### src/ddee_pkg.sv
`default_nettype none

package ddee_pkg;

    localparam int FRACTION_BITS    = 8;
    localparam int HALF_BASELINE_Q8 = 5683;

    localparam int FUNC_W     = 2;
    localparam int SPEED_W    = 16;
    localparam int LIMIT_W    = 8;
    localparam int GAIN_W     = 16;
    localparam int TICK_W     = 11;
    localparam int POS_W      = 64;
    localparam int COUNT_W    = 32;
    localparam int PROD_W     = GAIN_W + SPEED_W;
    localparam int CFG_IDX_W  = 3;
    localparam int CFG_DATA_W = 16;

    localparam int TWIST_SHIFT = 8;
    localparam int TWIST_K_W   = 17;
    localparam int TWIST_P_W   = SPEED_W + TWIST_K_W;
    localparam int SUM_W       = TWIST_P_W + 1;

    localparam logic [FUNC_W-1:0] FUNC_WHEEL = 2'd0;
    localparam logic [FUNC_W-1:0] FUNC_TWIST = 2'd1;
    localparam logic [FUNC_W-1:0] FUNC_TICK  = 2'd2;

    localparam logic [CFG_IDX_W-1:0] CFG_LEFT_NEG  = 3'd0;
    localparam logic [CFG_IDX_W-1:0] CFG_RIGHT_NEG = 3'd1;
    localparam logic [CFG_IDX_W-1:0] CFG_LEFT_POS  = 3'd2;
    localparam logic [CFG_IDX_W-1:0] CFG_RIGHT_POS = 3'd3;
    localparam logic [CFG_IDX_W-1:0] CFG_GAIN      = 3'd4;
    localparam logic [CFG_IDX_W-1:0] CFG_TIMEOUT   = 3'd5;

    localparam logic signed [LIMIT_W-1:0] RST_NEG_LIMIT = -8'sd100;
    localparam logic signed [LIMIT_W-1:0] RST_POS_LIMIT = 8'sd100;
    localparam logic signed [GAIN_W-1:0]  RST_GAIN      = -16'sd23193;
    localparam logic [TICK_W-1:0]         RST_TIMEOUT   = 11'd1010;

    typedef struct packed {
        logic signed [LIMIT_W-1:0] left_floor;
        logic signed [LIMIT_W-1:0] right_floor;
        logic signed [LIMIT_W-1:0] left_ceil;
        logic signed [LIMIT_W-1:0] right_ceil;
        logic signed [GAIN_W-1:0]  step_gain;
        logic [TICK_W-1:0]         timeout;
    } ddee_cfg_t;

    typedef struct packed {
        logic                      live;
        logic signed [POS_W-1:0]   left_acc;
        logic signed [POS_W-1:0]   right_acc;
        logic signed [SPEED_W-1:0] linear;
        logic signed [SPEED_W-1:0] turn;
    } ddee_rec_t;

    function automatic logic signed [SPEED_W-1:0] clamp_speed(
        input logic signed [SUM_W-1:0]   v,
        input logic signed [LIMIT_W-1:0] neg,
        input logic signed [LIMIT_W-1:0] pos
    );
        logic signed [SUM_W-1:0] neg_s;
        logic signed [SUM_W-1:0] pos_s;
        logic signed [SUM_W-1:0] r;
        logic signed [SUM_W-1:0] hi;
        logic signed [SUM_W-1:0] lo;
        neg_s = SUM_W'(neg);
        neg_s = neg_s <<< FRACTION_BITS;
        pos_s = SUM_W'(pos);
        pos_s = pos_s <<< FRACTION_BITS;
        hi = {{(SUM_W-SPEED_W+1){1'b0}}, {(SPEED_W-1){1'b1}}};
        lo = {{(SUM_W-SPEED_W+1){1'b1}}, {(SPEED_W-1){1'b0}}};
        if (v > pos_s) begin
            r = pos_s;
        end else if (v < neg_s) begin
            r = neg_s;
        end else begin
            r = v;
        end
        if (r > hi) begin
            r = hi;
        end else if (r < lo) begin
            r = lo;
        end
        return SPEED_W'(r);
    endfunction

endpackage

`default_nettype wire

### src/ddee_cfg.sv
`default_nettype none

module ddee_cfg (
    input  wire logic                           aclk,
    input  wire logic                           aresetn,
    input  wire logic                           cfg_valid,
    output logic                                cfg_ready,
    input  wire logic [ddee_pkg::CFG_IDX_W-1:0] cfg_index,
    input  wire logic [ddee_pkg::CFG_DATA_W-1:0] cfg_data,
    output ddee_pkg::ddee_cfg_t                 cfg
);
    import ddee_pkg::*;

    ddee_cfg_t cfg_reg;
    ddee_cfg_t cfg_next;

    assign cfg_ready = 1'b1;
    assign cfg       = cfg_reg;

    always_comb begin
        cfg_next = cfg_reg;
        if (cfg_valid) begin
            case (cfg_index)
                CFG_LEFT_NEG:  cfg_next.left_floor  = LIMIT_W'(cfg_data);
                CFG_RIGHT_NEG: cfg_next.right_floor = LIMIT_W'(cfg_data);
                CFG_LEFT_POS:  cfg_next.left_ceil   = LIMIT_W'(cfg_data);
                CFG_RIGHT_POS: cfg_next.right_ceil  = LIMIT_W'(cfg_data);
                CFG_GAIN:      cfg_next.step_gain   = GAIN_W'(cfg_data);
                CFG_TIMEOUT:   cfg_next.timeout     = TICK_W'(cfg_data);
                default: ;
            endcase
        end
    end

    always_ff @(posedge aclk) begin
        if (!aresetn) begin
            cfg_reg.left_floor  <= RST_NEG_LIMIT;
            cfg_reg.right_floor <= RST_NEG_LIMIT;
            cfg_reg.left_ceil   <= RST_POS_LIMIT;
            cfg_reg.right_ceil  <= RST_POS_LIMIT;
            cfg_reg.step_gain   <= RST_GAIN;
            cfg_reg.timeout     <= RST_TIMEOUT;
        end else begin
            cfg_reg <= cfg_next;
        end
    end

endmodule

`default_nettype wire

### src/ddee_exec.sv
`default_nettype none

module ddee_exec (
    input  wire logic                              aclk,
    input  wire logic                              aresetn,
    input  wire ddee_pkg::ddee_cfg_t               cfg,
    input  wire logic                              in_valid,
    output logic                                   in_ready,
    input  wire logic [ddee_pkg::FUNC_W-1:0]       in_func,
    input  wire logic signed [ddee_pkg::SPEED_W-1:0] in_left,
    input  wire logic signed [ddee_pkg::SPEED_W-1:0] in_right,
    input  wire logic signed [ddee_pkg::SPEED_W-1:0] in_lin,
    input  wire logic signed [ddee_pkg::SPEED_W-1:0] in_turn,
    output logic                                   rec_valid,
    input  wire logic                              rec_ready,
    output ddee_pkg::ddee_rec_t                    rec
);
    import ddee_pkg::*;

    localparam logic signed [TWIST_K_W-1:0] TWIST_LIN_GAIN  = -17'sd25600;
    localparam logic signed [TWIST_K_W-1:0] TWIST_TURN_GAIN = TWIST_K_W'(HALF_BASELINE_Q8);
    localparam logic [TICK_W-1:0]           TICK_SAT        = '1;

    logic signed [SPEED_W-1:0] left_vel_reg,  left_vel_next;
    logic signed [SPEED_W-1:0] right_vel_reg, right_vel_next;
    logic signed [SPEED_W-1:0] last_lin_reg,  last_lin_next;
    logic signed [SPEED_W-1:0] last_turn_reg, last_turn_next;
    logic signed [POS_W-1:0]   left_pos_reg,  left_pos_next;
    logic signed [POS_W-1:0]   right_pos_reg, right_pos_next;
    logic [TICK_W-1:0]         ticks_reg,     ticks_next;
    logic                      rec_valid_reg, rec_valid_next;
    ddee_rec_t                 rec_reg,       rec_next;

    logic signed [TWIST_P_W-1:0] lin_prod;
    logic signed [TWIST_P_W-1:0] turn_prod;
    logic signed [SUM_W-1:0]     left_sum;
    logic signed [SUM_W-1:0]     right_sum;
    logic signed [PROD_W-1:0]    left_step;
    logic signed [PROD_W-1:0]    right_step;
    logic                        go;

    assign in_ready  = (in_func != FUNC_TICK) || !rec_valid_reg || rec_ready;
    assign go        = in_valid && in_ready;
    assign rec_valid = rec_valid_reg;
    assign rec       = rec_reg;

    always_comb begin
        lin_prod   = in_lin * TWIST_LIN_GAIN;
        turn_prod  = in_turn * TWIST_TURN_GAIN;
        left_sum   = (SUM_W'(lin_prod) - SUM_W'(turn_prod)) >>> TWIST_SHIFT;
        right_sum  = (SUM_W'(lin_prod) + SUM_W'(turn_prod)) >>> TWIST_SHIFT;
        left_step  = cfg.step_gain * left_vel_reg;
        right_step = cfg.step_gain * right_vel_reg;

        left_vel_next  = left_vel_reg;
        right_vel_next = right_vel_reg;
        last_lin_next  = last_lin_reg;
        last_turn_next = last_turn_reg;
        left_pos_next  = left_pos_reg;
        right_pos_next = right_pos_reg;
        ticks_next     = ticks_reg;
        rec_next       = rec_reg;
        rec_valid_next = rec_valid_reg && !rec_ready;

        if (go) begin
            case (in_func)
                FUNC_WHEEL: begin
                    left_vel_next  = clamp_speed(SUM_W'(in_left), cfg.left_floor,
                                                 cfg.left_ceil);
                    right_vel_next = clamp_speed(SUM_W'(in_right), cfg.right_floor,
                                                 cfg.right_ceil);
                    ticks_next     = '0;
                end
                FUNC_TWIST: begin
                    last_lin_next  = in_lin;
                    last_turn_next = in_turn;
                    left_vel_next  = clamp_speed(left_sum, cfg.left_floor, cfg.left_ceil);
                    right_vel_next = clamp_speed(right_sum, cfg.right_floor, cfg.right_ceil);
                    ticks_next     = '0;
                end
                FUNC_TICK: begin
                    left_pos_next      = left_pos_reg + POS_W'(left_step);
                    right_pos_next     = right_pos_reg + POS_W'(right_step);
                    ticks_next         = (ticks_reg != TICK_SAT) ? ticks_reg + 1'b1 : ticks_reg;
                    rec_next.live      = ticks_reg < cfg.timeout;
                    rec_next.left_acc  = left_pos_next;
                    rec_next.right_acc = right_pos_next;
                    rec_next.linear    = last_lin_reg;
                    rec_next.turn      = last_turn_reg;
                    rec_valid_next     = 1'b1;
                end
                default: ;
            endcase
        end
    end

    always_ff @(posedge aclk) begin
        if (!aresetn) begin
            left_vel_reg  <= '0;
            right_vel_reg <= '0;
            last_lin_reg  <= '0;
            last_turn_reg <= '0;
            left_pos_reg  <= '0;
            right_pos_reg <= '0;
            ticks_reg     <= TICK_SAT;
            rec_valid_reg <= 1'b0;
        end else begin
            left_vel_reg  <= left_vel_next;
            right_vel_reg <= right_vel_next;
            last_lin_reg  <= last_lin_next;
            last_turn_reg <= last_turn_next;
            left_pos_reg  <= left_pos_next;
            right_pos_reg <= right_pos_next;
            ticks_reg     <= ticks_next;
            rec_valid_reg <= rec_valid_next;
        end
        rec_reg <= rec_next;
    end

endmodule

`default_nettype wire

### src/ddee_out.sv
`default_nettype none

module ddee_out (
    input  wire logic                                aclk,
    input  wire logic                                aresetn,
    input  wire logic                                rec_valid,
    output logic                                     rec_ready,
    input  wire ddee_pkg::ddee_rec_t                 rec,
    output logic                                     m_valid,
    input  wire logic                                m_ready,
    output logic signed [ddee_pkg::COUNT_W-1:0]      m_left_count,
    output logic signed [ddee_pkg::COUNT_W-1:0]      m_right_count,
    output logic signed [ddee_pkg::SPEED_W-1:0]      m_linear_echo,
    output logic signed [ddee_pkg::SPEED_W-1:0]      m_turn_echo
);
    import ddee_pkg::*;

    localparam int SHIFT = 2 * FRACTION_BITS;
    localparam int WIDE  = POS_W + 1;

    function automatic logic signed [COUNT_W-1:0] to_count(input logic signed [POS_W-1:0] p);
        logic signed [WIDE-1:0] t;
        logic signed [WIDE-1:0] n;
        logic signed [WIDE-1:0] hi;
        logic signed [WIDE-1:0] lo;
        hi = {{(WIDE-COUNT_W+1){1'b0}}, {(COUNT_W-1){1'b1}}};
        lo = {{(WIDE-COUNT_W+1){1'b1}}, {(COUNT_W-1){1'b0}}};
        t = WIDE'(p >>> SHIFT);
        if (p[POS_W-1] && (p[SHIFT-1:0] != '0)) begin
            t = t + WIDE'(1);
        end
        n = -t;
        if (n > hi) begin
            n = hi;
        end else if (n < lo) begin
            n = lo;
        end
        return COUNT_W'(n);
    endfunction

    logic                      m_valid_reg, m_valid_next;
    logic signed [COUNT_W-1:0] left_reg,    left_next;
    logic signed [COUNT_W-1:0] right_reg,   right_next;
    logic signed [SPEED_W-1:0] lin_reg,     lin_next;
    logic signed [SPEED_W-1:0] turn_reg,    turn_next;
    logic                      load;

    assign rec_ready     = !m_valid_reg || m_ready;
    assign load          = rec_valid && rec_ready;
    assign m_valid       = m_valid_reg;
    assign m_left_count  = left_reg;
    assign m_right_count = right_reg;
    assign m_linear_echo = lin_reg;
    assign m_turn_echo   = turn_reg;

    always_comb begin
        m_valid_next = rec_ready ? rec_valid : m_valid_reg;
        left_next    = left_reg;
        right_next   = right_reg;
        lin_next     = lin_reg;
        turn_next    = turn_reg;
        if (load) begin
            left_next  = rec.live ? to_count(rec.left_acc) : '0;
            right_next = rec.live ? to_count(rec.right_acc) : '0;
            lin_next   = rec.linear;
            turn_next  = rec.turn;
        end
    end

    always_ff @(posedge aclk) begin
        if (!aresetn) begin
            m_valid_reg <= 1'b0;
        end else begin
            m_valid_reg <= m_valid_next;
        end
        left_reg  <= left_next;
        right_reg <= right_next;
        lin_reg   <= lin_next;
        turn_reg  <= turn_next;
    end

endmodule

`default_nettype wire

### src/diff_drive_encoder_emulator.sv
// Two-wheel drive encoder emulator.
// Input channel (s_valid/s_ready) carries one beat per item: s_func 0 sets
// wheel speeds, 1 sets a twist (forward and turn rate), 2 is a time tick.
// Only a tick produces a result beat on the m_valid/m_ready channel: the
// negated wheel positions in whole counts (zero once the command timeout
// has run out) and the last twist.
// Configuration writes go over cfg_valid/cfg_ready with cfg_index and
// cfg_data; cfg_ready is always high. Write only while the block is idle.
// A tick passes the input register, the update stage and the count register
// in that order before its result shows on m_valid.
// Throughput: one item per cycle unless the receiver stalls; the update stage
// does one multiply-accumulate per wheel, the count register the count conversion.
// When the receiver stalls, ticks queue in the update and output stages;
// commands keep flowing until a tick meets a full update stage.
// Reset (aresetn low, synchronous) clears speeds, positions and the echo,
// marks the command timer expired and loads the default configuration.
`default_nettype none

module diff_drive_encoder_emulator (
    input  wire logic                                aclk,
    input  wire logic                                aresetn,
    input  wire logic                                cfg_valid,
    output logic                                     cfg_ready,
    input  wire logic [ddee_pkg::CFG_IDX_W-1:0]      cfg_index,
    input  wire logic [ddee_pkg::CFG_DATA_W-1:0]     cfg_data,
    input  wire logic                                s_valid,
    output logic                                     s_ready,
    input  wire logic [ddee_pkg::FUNC_W-1:0]         s_func,
    input  wire logic signed [ddee_pkg::SPEED_W-1:0] s_left_speed,
    input  wire logic signed [ddee_pkg::SPEED_W-1:0] s_right_speed,
    input  wire logic signed [ddee_pkg::SPEED_W-1:0] s_linear_rate,
    input  wire logic signed [ddee_pkg::SPEED_W-1:0] s_turn_rate,
    output logic                                     m_valid,
    input  wire logic                                m_ready,
    output logic signed [ddee_pkg::COUNT_W-1:0]      m_left_count,
    output logic signed [ddee_pkg::COUNT_W-1:0]      m_right_count,
    output logic signed [ddee_pkg::SPEED_W-1:0]      m_linear_echo,
    output logic signed [ddee_pkg::SPEED_W-1:0]      m_turn_echo
);
    import ddee_pkg::*;

    ddee_cfg_t cfg;
    ddee_rec_t rec;
    logic      rec_valid;
    logic      rec_ready;
    logic      exec_ready;

    logic                      in_valid_reg, in_valid_next;
    logic [FUNC_W-1:0]         in_func_reg;
    logic signed [SPEED_W-1:0] in_left_reg;
    logic signed [SPEED_W-1:0] in_right_reg;
    logic signed [SPEED_W-1:0] in_lin_reg;
    logic signed [SPEED_W-1:0] in_turn_reg;

    assign s_ready       = !in_valid_reg || exec_ready;
    assign in_valid_next = s_ready ? s_valid : in_valid_reg;

    always_ff @(posedge aclk) begin
        if (!aresetn) begin
            in_valid_reg <= 1'b0;
        end else begin
            in_valid_reg <= in_valid_next;
        end
        if (s_valid && s_ready) begin
            in_func_reg  <= s_func;
            in_left_reg  <= s_left_speed;
            in_right_reg <= s_right_speed;
            in_lin_reg   <= s_linear_rate;
            in_turn_reg  <= s_turn_rate;
        end
    end

    ddee_cfg u_cfg (
        .aclk      (aclk),
        .aresetn   (aresetn),
        .cfg_valid (cfg_valid),
        .cfg_ready (cfg_ready),
        .cfg_index (cfg_index),
        .cfg_data  (cfg_data),
        .cfg       (cfg)
    );

    ddee_exec u_exec (
        .aclk      (aclk),
        .aresetn   (aresetn),
        .cfg       (cfg),
        .in_valid  (in_valid_reg),
        .in_ready  (exec_ready),
        .in_func   (in_func_reg),
        .in_left   (in_left_reg),
        .in_right  (in_right_reg),
        .in_lin    (in_lin_reg),
        .in_turn   (in_turn_reg),
        .rec_valid (rec_valid),
        .rec_ready (rec_ready),
        .rec       (rec)
    );

    ddee_out u_out (
        .aclk          (aclk),
        .aresetn       (aresetn),
        .rec_valid     (rec_valid),
        .rec_ready     (rec_ready),
        .rec           (rec),
        .m_valid       (m_valid),
        .m_ready       (m_ready),
        .m_left_count  (m_left_count),
        .m_right_count (m_right_count),
        .m_linear_echo (m_linear_echo),
        .m_turn_echo   (m_turn_echo)
    );

endmodule

`default_nettype wire
### config.mk
export PLATFORM = sky130hd
export DESIGN_NAME = diff_drive_encoder_emulator
export DESIGN_NICKNAME = d
export VERILOG_FILES = /design/src/ddee_pkg.sv /design/src/ddee_cfg.sv /design/src/ddee_exec.sv /design/src/ddee_out.sv /design/src/diff_drive_encoder_emulator.sv
export SDC_FILE = /design/constraint.sdc
export NUM_CORES = 2
export LEC_CHECK = 0
export BUFFER_PORTS_ARGS = -buffer_cell sky130_fd_sc_hd__buf_2
export CAP_MARGIN = 15
export CORE_AREA = 10 10 434 436
export CTS_CLUSTER_DIAMETER = 40
export CTS_CLUSTER_SIZE = 12
export DETAILED_ROUTE_END_ITERATION = 16
export DIE_AREA = 0 0 444 446
export PLACE_DENSITY = 0.57
export SLEW_MARGIN = 20
export SYNTH_ARGS = -nofsm -noshare
export SYNTH_HDL_FRONTEND = slang
export SYNTH_HIERARCHICAL = 1
export SYNTH_SLANG_ARGS = --single-unit
### constraint.sdc
create_clock -name aclk -period 14.65 [get_ports aclk]
set_input_delay 1.465 -clock aclk [delete_from_list [all_inputs] [get_ports aclk]]
set_output_delay 1.465 -clock aclk [all_outputs]
set_load 0.03 [all_outputs]
# After elaboration in Yosys (flattened, before gate mapping)
# Index checks and enable logic that the tools add are counted.
# W data, S select, Z words.
# word_totals
regBits	588
word_cells	148
out_inout_bits	99
in_bits	90
# classes
order_cmp	21
addsub	9
n_bitwise	1
mul	4
n_mux	38
n_eq_ne	10
n_reduce_logical	33
# ops
operator	count
$mux W34	16
$mux W65	4
$gt A34 B16 Y1 const B	4
$lt A34 B16 Y1 const B	4
$gt A65 B32 Y1 const B	2
$lt A65 B32 Y1 const B	2
$neg A65 Y65	2
$add A64 B32 Y64	2
$mux W16	8
$add A48 B2 Y49 const B	2
$mul A16 B16 Y32	2
$mux W32	2
$pmux W16 S2	2
$mux W31	2
$gt A26 B16 Y1	2
$lt A26 B16 Y1	2
$add A32 B30 Y33	1
$sub A32 B30 Y33	1
$gt A16 B16 Y1	2
$lt A16 B16 Y1	2
$reduce_bool A16 Y1	2
$mul A16 B14 Y30 const B	1
$mul A16 B6 Y22 const B	1
$pmux W11 S2	1
other kinds (22)	47

# Depth between registers and ports, before layout
# logic_depth
depth_word	11
mapped_depth	48

# Hierarchy
# The synthesis kept the hierarchy.
# by_module_without_submodules
module	area_per_inst_um2	seq_area_each_um2	cells_per_inst	instances
ddee_exec	56616.8	8918.6	5961	1
ddee_out	10264.8	2902.8	1240	1
ddee_cfg	2378.5	1181.1	231	1
diff_drive_encoder_emulator	2039.5	2001.9	71	1

# Worst setup path before layout
# OpenSTA, ideal clock, no wires.
# synth_path
path_type	register -> register
start	register in_turn_reg[7]
end	register u_exec.left_vel_reg[2]
arrival_ps	9956
path_stages_with_launch	45
synth_period_minus_slack_ps	10079
path_slack_ps	4571
path_buffers	3
path_cell_list	edfxtp_1 ha_1 ha_1 ha_1 inv_1 fa_1 inv_1 fa_1 ha_1 clkbuf_1 a21oi_1 nand2_1 a41o_1 a21oi_1 o21ai_0 a2111oi_0 nor4_1 or3_1 (+9 left out) o211ai_1 o311a_1 a21oi_1 xor2_1 inv_1 ha_1 nand4_1 nor4_1 o21ai_0 nor4b_1 o31ai_1 o41ai_1 o311ai_1 a21oi_1 nor2_1 buf_2 a221oi_1 nor2_1
# synth_via
elab_chain_cells	11
elab_cells_between_ends	13
cone_classes	add/sub (1); mul (1); order compare (4); mux (7)
# synth_rtl
item	line_no	source
from (decl)	diff_drive_encoder_emulator.sv:53	logic signed [SPEED_W-1:0] in_turn_reg;
from (signal assigned)	diff_drive_encoder_emulator.sv:69	in_turn_reg <= s_turn_rate;
$mul A16 B14 Y30 (*)	ddee_exec.sv:49	turn_prod = in_turn * TWIST_TURN_GAIN;
$sub A32 B30 Y33 (*)	ddee_exec.sv:50	left_sum = (SUM_W'(lin_prod) - SUM_W'(turn_prod)) >>> TWIST_SHIFT;
$lt A26 B16 Y1	ddee_pkg.sv:75	end else if (v < neg_s) begin
$mux W34	ddee_pkg.sv:75	
$mux W34 (*)	ddee_pkg.sv:73	if (v > pos_s) begin
$mux W34 (*)	ddee_exec.sv:66	case (in_func)
$mux W34 (*)	ddee_exec.sv:65	if (go) begin
$lt A34 B16 Y1	ddee_pkg.sv:82	end else if (r < lo) begin
$mux W16	ddee_pkg.sv:82	
$mux W16 (*)	ddee_pkg.sv:80	if (r > hi) begin
$pmux W16 S2 (*)	ddee_exec.sv:66	
to (signal assigned)	ddee_exec.sv:108	left_vel_reg <= left_vel_next;
to (decl)	ddee_exec.sv:24	logic signed [SPEED_W-1:0] left_vel_reg, left_vel_next;
# Every way passes the cells marked *; elsewhere a longest branch is shown, timed or not. The select of a mux whose other input is x is not followed.
# A chain may end at the register's enable or synchronous reset.

# Worst setup path after layout
# layout_path
start	register in_turn_reg[7]
end	register u_exec.left_vel_reg[3]
# Same word-level chain as after synthesis.

==> out/qor.txt <==
Max-slew headroom: 26.3%
adder-cell share of the synthesized area: 38.4%
max cap viols: 0
First DRT Iteration DRCs: 3299
Synth Instances: 7503
Startpoint Class: flop
Final GP Congestion: 0.900
first-pass GRT wire length: 317 mm
Antenna Nets Post-Route: 0
Max Buffers Root-to-Sink: 3
Setup TNS: 0 ps
Clock Latency Late Sink: 780 ps
Least-Margin Pin Slew: 1100 ps
R2R Path Start: in_turn_reg[7]$_DFFE_PP_
end point of the critical path: u_exec/left_vel_reg[3]$_SDFFE_PN0P_
# resized after CTS: 0
fin crit period: 12200 ps
slowest stage delay, CP: 670 ps
largest family of logic cells by synthesized area: adder cells
Layout area overhead: 10.1%
most used cell, CP: ha_1
CP endpoint kind: flop
hold_buf cts: 0
via count of the first global-routing pass: 56514
CTS H-tree depth: 3
wirelength, routed: 194 mm
RSZ-0062 raised after global routing: no
Syn Nets: 9205
Std-Cell Rows: 156
Post-Syn Area: 71300 um2
top cells by area, synth: fa_1 (27%), edfxtp_1 (14%), ha_1 (11%), dfxtp_1 (7.4%), inv_1 (5.8%)
clk root buf: clkbuf_16
starting density of the core: 39.7%
pin count of the biggest net entering global routing: 119
clk slew on worst S/H paths: 60 ps
Largest register FFs: 161
chip width: 444 um
post-synthesis simple-gate area fraction: 15.5%
Post-synth EDFFs: 323
Mapped Avg Cell Area: 9.50 um2
register area share after synthesis: 21.0%
total CTS buffers: 110
CP Data Required Time: 15300 ps
Synth Register Bits: 588
Pre-antenna DRT Iters: 8
Hold Crit Class: reg -> reg
largest area contributor in the synthesized netlist: fa_1
fmax: 82.0 MHz
Critical Setup Path Class: reg -> reg
hpwl dp: 154 mm
Tcrit/Tclk final: 83.2%
nets@finish: 9280
Yosys cell types: 114
worst setup path startpoint: in_turn_reg[7]$_DFFE_PP_
Avg Vias per Cell: 5.33
status: completed
via count: 53594
Die ar.: 198000 um2
Final Hold Violating Endpoints: 0
Core Footprint: 180000 um2
IO Port Bufs: 187
max-slew violation count: 0
Critical R2R Capture: u_exec/left_vel_reg[3]$_SDFFE_PN0P_
post-synthesis xor/xnor area fraction: 4.55%
Die Span Y: 446 um
hold depth: 0
Slowest cell on crit path: nor4b_1
r2r setup slk: 2450 ps
most frequent cells after synthesis: inv_1 (1096), fa_1 (961), nand2_1 (793)
GRT Residual Overflow: 0
Crit path arrival time: 12850 ps
CP max FO: 13
initial antenna violation count: 9
Synth Area in Compound Gates: 10.9%
share of cells above drive strength 1: 7.65%
io pins: 189
TritonCTS clock tree: built
mux cell area share after synthesis: 2.08%
Worst Reg-to-Reg Cells: 40
final setup violation count: 0
Residual DRC: 0
Syn. warnings: 6
Post-CTS Setup Bufs: 0
Top FF cell, synth: edfxtp_1
Synth top area share: 27.0%
Wirelength per Cell: 19.4 um
clock skew: 85.9 ps
asr flop ratio synth: 0%
Clock Sinks: 588
count leader, synth: inv_1
global-route usage over all layers: 19.7%
layout by cell type (no fill, tap or decap), types with 24 or more instances in the layout:
| master | netlist | final |
|---|---|---|
| dfxtp_1 | 265 | 265 |
| and3_1 | 58 | 58 |
| o21ai_1 | 51 | 51 |
| mux2i_1 | 122 | 122 |
| nor2_1 | 292 | 291 |
| nor2b_1 | 90 | 88 |
| xor2_1 | 130 | 130 |
| a31oi_1 | 49 | 49 |
| clkbuf_16 | 0 | 111 |
| and2_1 | 235 | 234 |
| inv_1 | 1096 | 1094 |
| fa_1 | 961 | 955 |
| o21ai_0 | 244 | 244 |
| xnor2_1 | 240 | 240 |
| nand4_1 | 114 | 114 |
| buf_4 | 7 | 70 |
| o211ai_1 | 37 | 37 |
| nor4_1 | 68 | 65 |
| or4_1 | 24 | 24 |
| edfxtp_1 | 323 | 323 |
| a211oi_1 | 29 | 29 |
| buf_2 | 32 | 186 |
| a21o_1 | 106 | 106 |
| a21oi_1 | 366 | 366 |
| or3_1 | 37 | 37 |
| nand2b_1 | 82 | 82 |
| nand3_1 | 137 | 137 |
| nor3_1 | 105 | 105 |
| nand2_1 | 793 | 793 |
| ha_1 | 651 | 651 |
| o21a_1 | 42 | 42 |
| or2_2 | 27 | 26 |
| o31ai_1 | 25 | 24 |
| o21bai_1 | 37 | 37 |
| and4_1 | 30 | 30 |
through the flow:
| step | hold WS (ps) | util (%) | std cells | setup slack, ps | instance area (um2) |
|---|---|---|---|---|---|
| 6_report | 387 | 43.7 | 10049 | 2450 | 78500 |
| 5_1_grt | 414 | 43.7 | 10049 | 1470 | 78500 |
| 4_1_cts | 394 | 43.6 | 10046 | 2490 | 78400 |
| 3_5_place_dp | 405 | 41.5 | 9836 | 2480 | 74600 |
| 3_3_place_gp | 402 | 41.5 | 9835 | 2520 | 74600 |
| 2_1_floorplan | 400 | - | 7503 | 4570 | 71300 |
worst min-delay path by stage:
stage	startpoint	end	slack, ps
floorplan	u_exec/rec[16]$_DFFE_PP_	u_out/m_linear_echo[0]$_DFFE_PP_	400
global placement	u_exec/rec[12]$_DFFE_PP_	u_out/m_turn_echo[12]$_DFFE_PP_	400
detailed placement	u_exec/rec[29]$_DFFE_PP_	u_out/m_linear_echo[13]$_DFFE_PP_	410
CTS	u_exec/rec[15]$_DFFE_PP_	u_out/m_turn_echo[15]$_DFFE_PP_	390
global route	u_exec/rec[15]$_DFFE_PP_	u_out/m_turn_echo[15]$_DFFE_PP_	410
finish	u_exec/rec[15]$_DFFE_PP_	u_out/m_turn_echo[15]$_DFFE_PP_	390
cell type report:
cell class,instances,area [um2]
Sequential cell,588,15000
Timing Repair Buffer,257,1470
Clock inverter,87,970
Multi-Input combinational cell,5523,51100
Inverter,1098,4130
Tap cell,2370,2970
Clock buffer,123,2840
Fill cell,17348,101000
Antenna cell,3,7.51
metal layers:
layer | wire (um) | global-route usage [%] | vias up | part of all wire, %
li1 | - | - | 25269 | -
met1 | 84800 | 25.4 | 26815 | 44
met2 | 96100 | 34.5 | 1225 | 49
met3 | 8550 | 2.79 | 279 | 4.4
met4 | 4990 | 5.36 | 6 | 2.6
met5 | 49 | 0 | - | 0.025
critical path, delay by kind of cell (launching register included):
kind	cells	cell delay [ps]
AND/OR/NAND/NOR	13	3460
AO/OA/AOI/OAI	16	4560
flip-flops	1	590
buffers and inverters	2	100
XOR/XNOR	1	200
adder cells (fa/ha/maj)	8	3190
kinds of logic after synthesis:
family          Yosys count
simple gates           2178
fa+ha+maj              1612
buf+inv                1392
compound gates         1217
flops                   588
xor+xnor                370
mux                     145
other cells               1
Power is left out: the tool's default activity adds up to more than one toggle a clock period on the data nets, which glitch-free logic cannot reach.
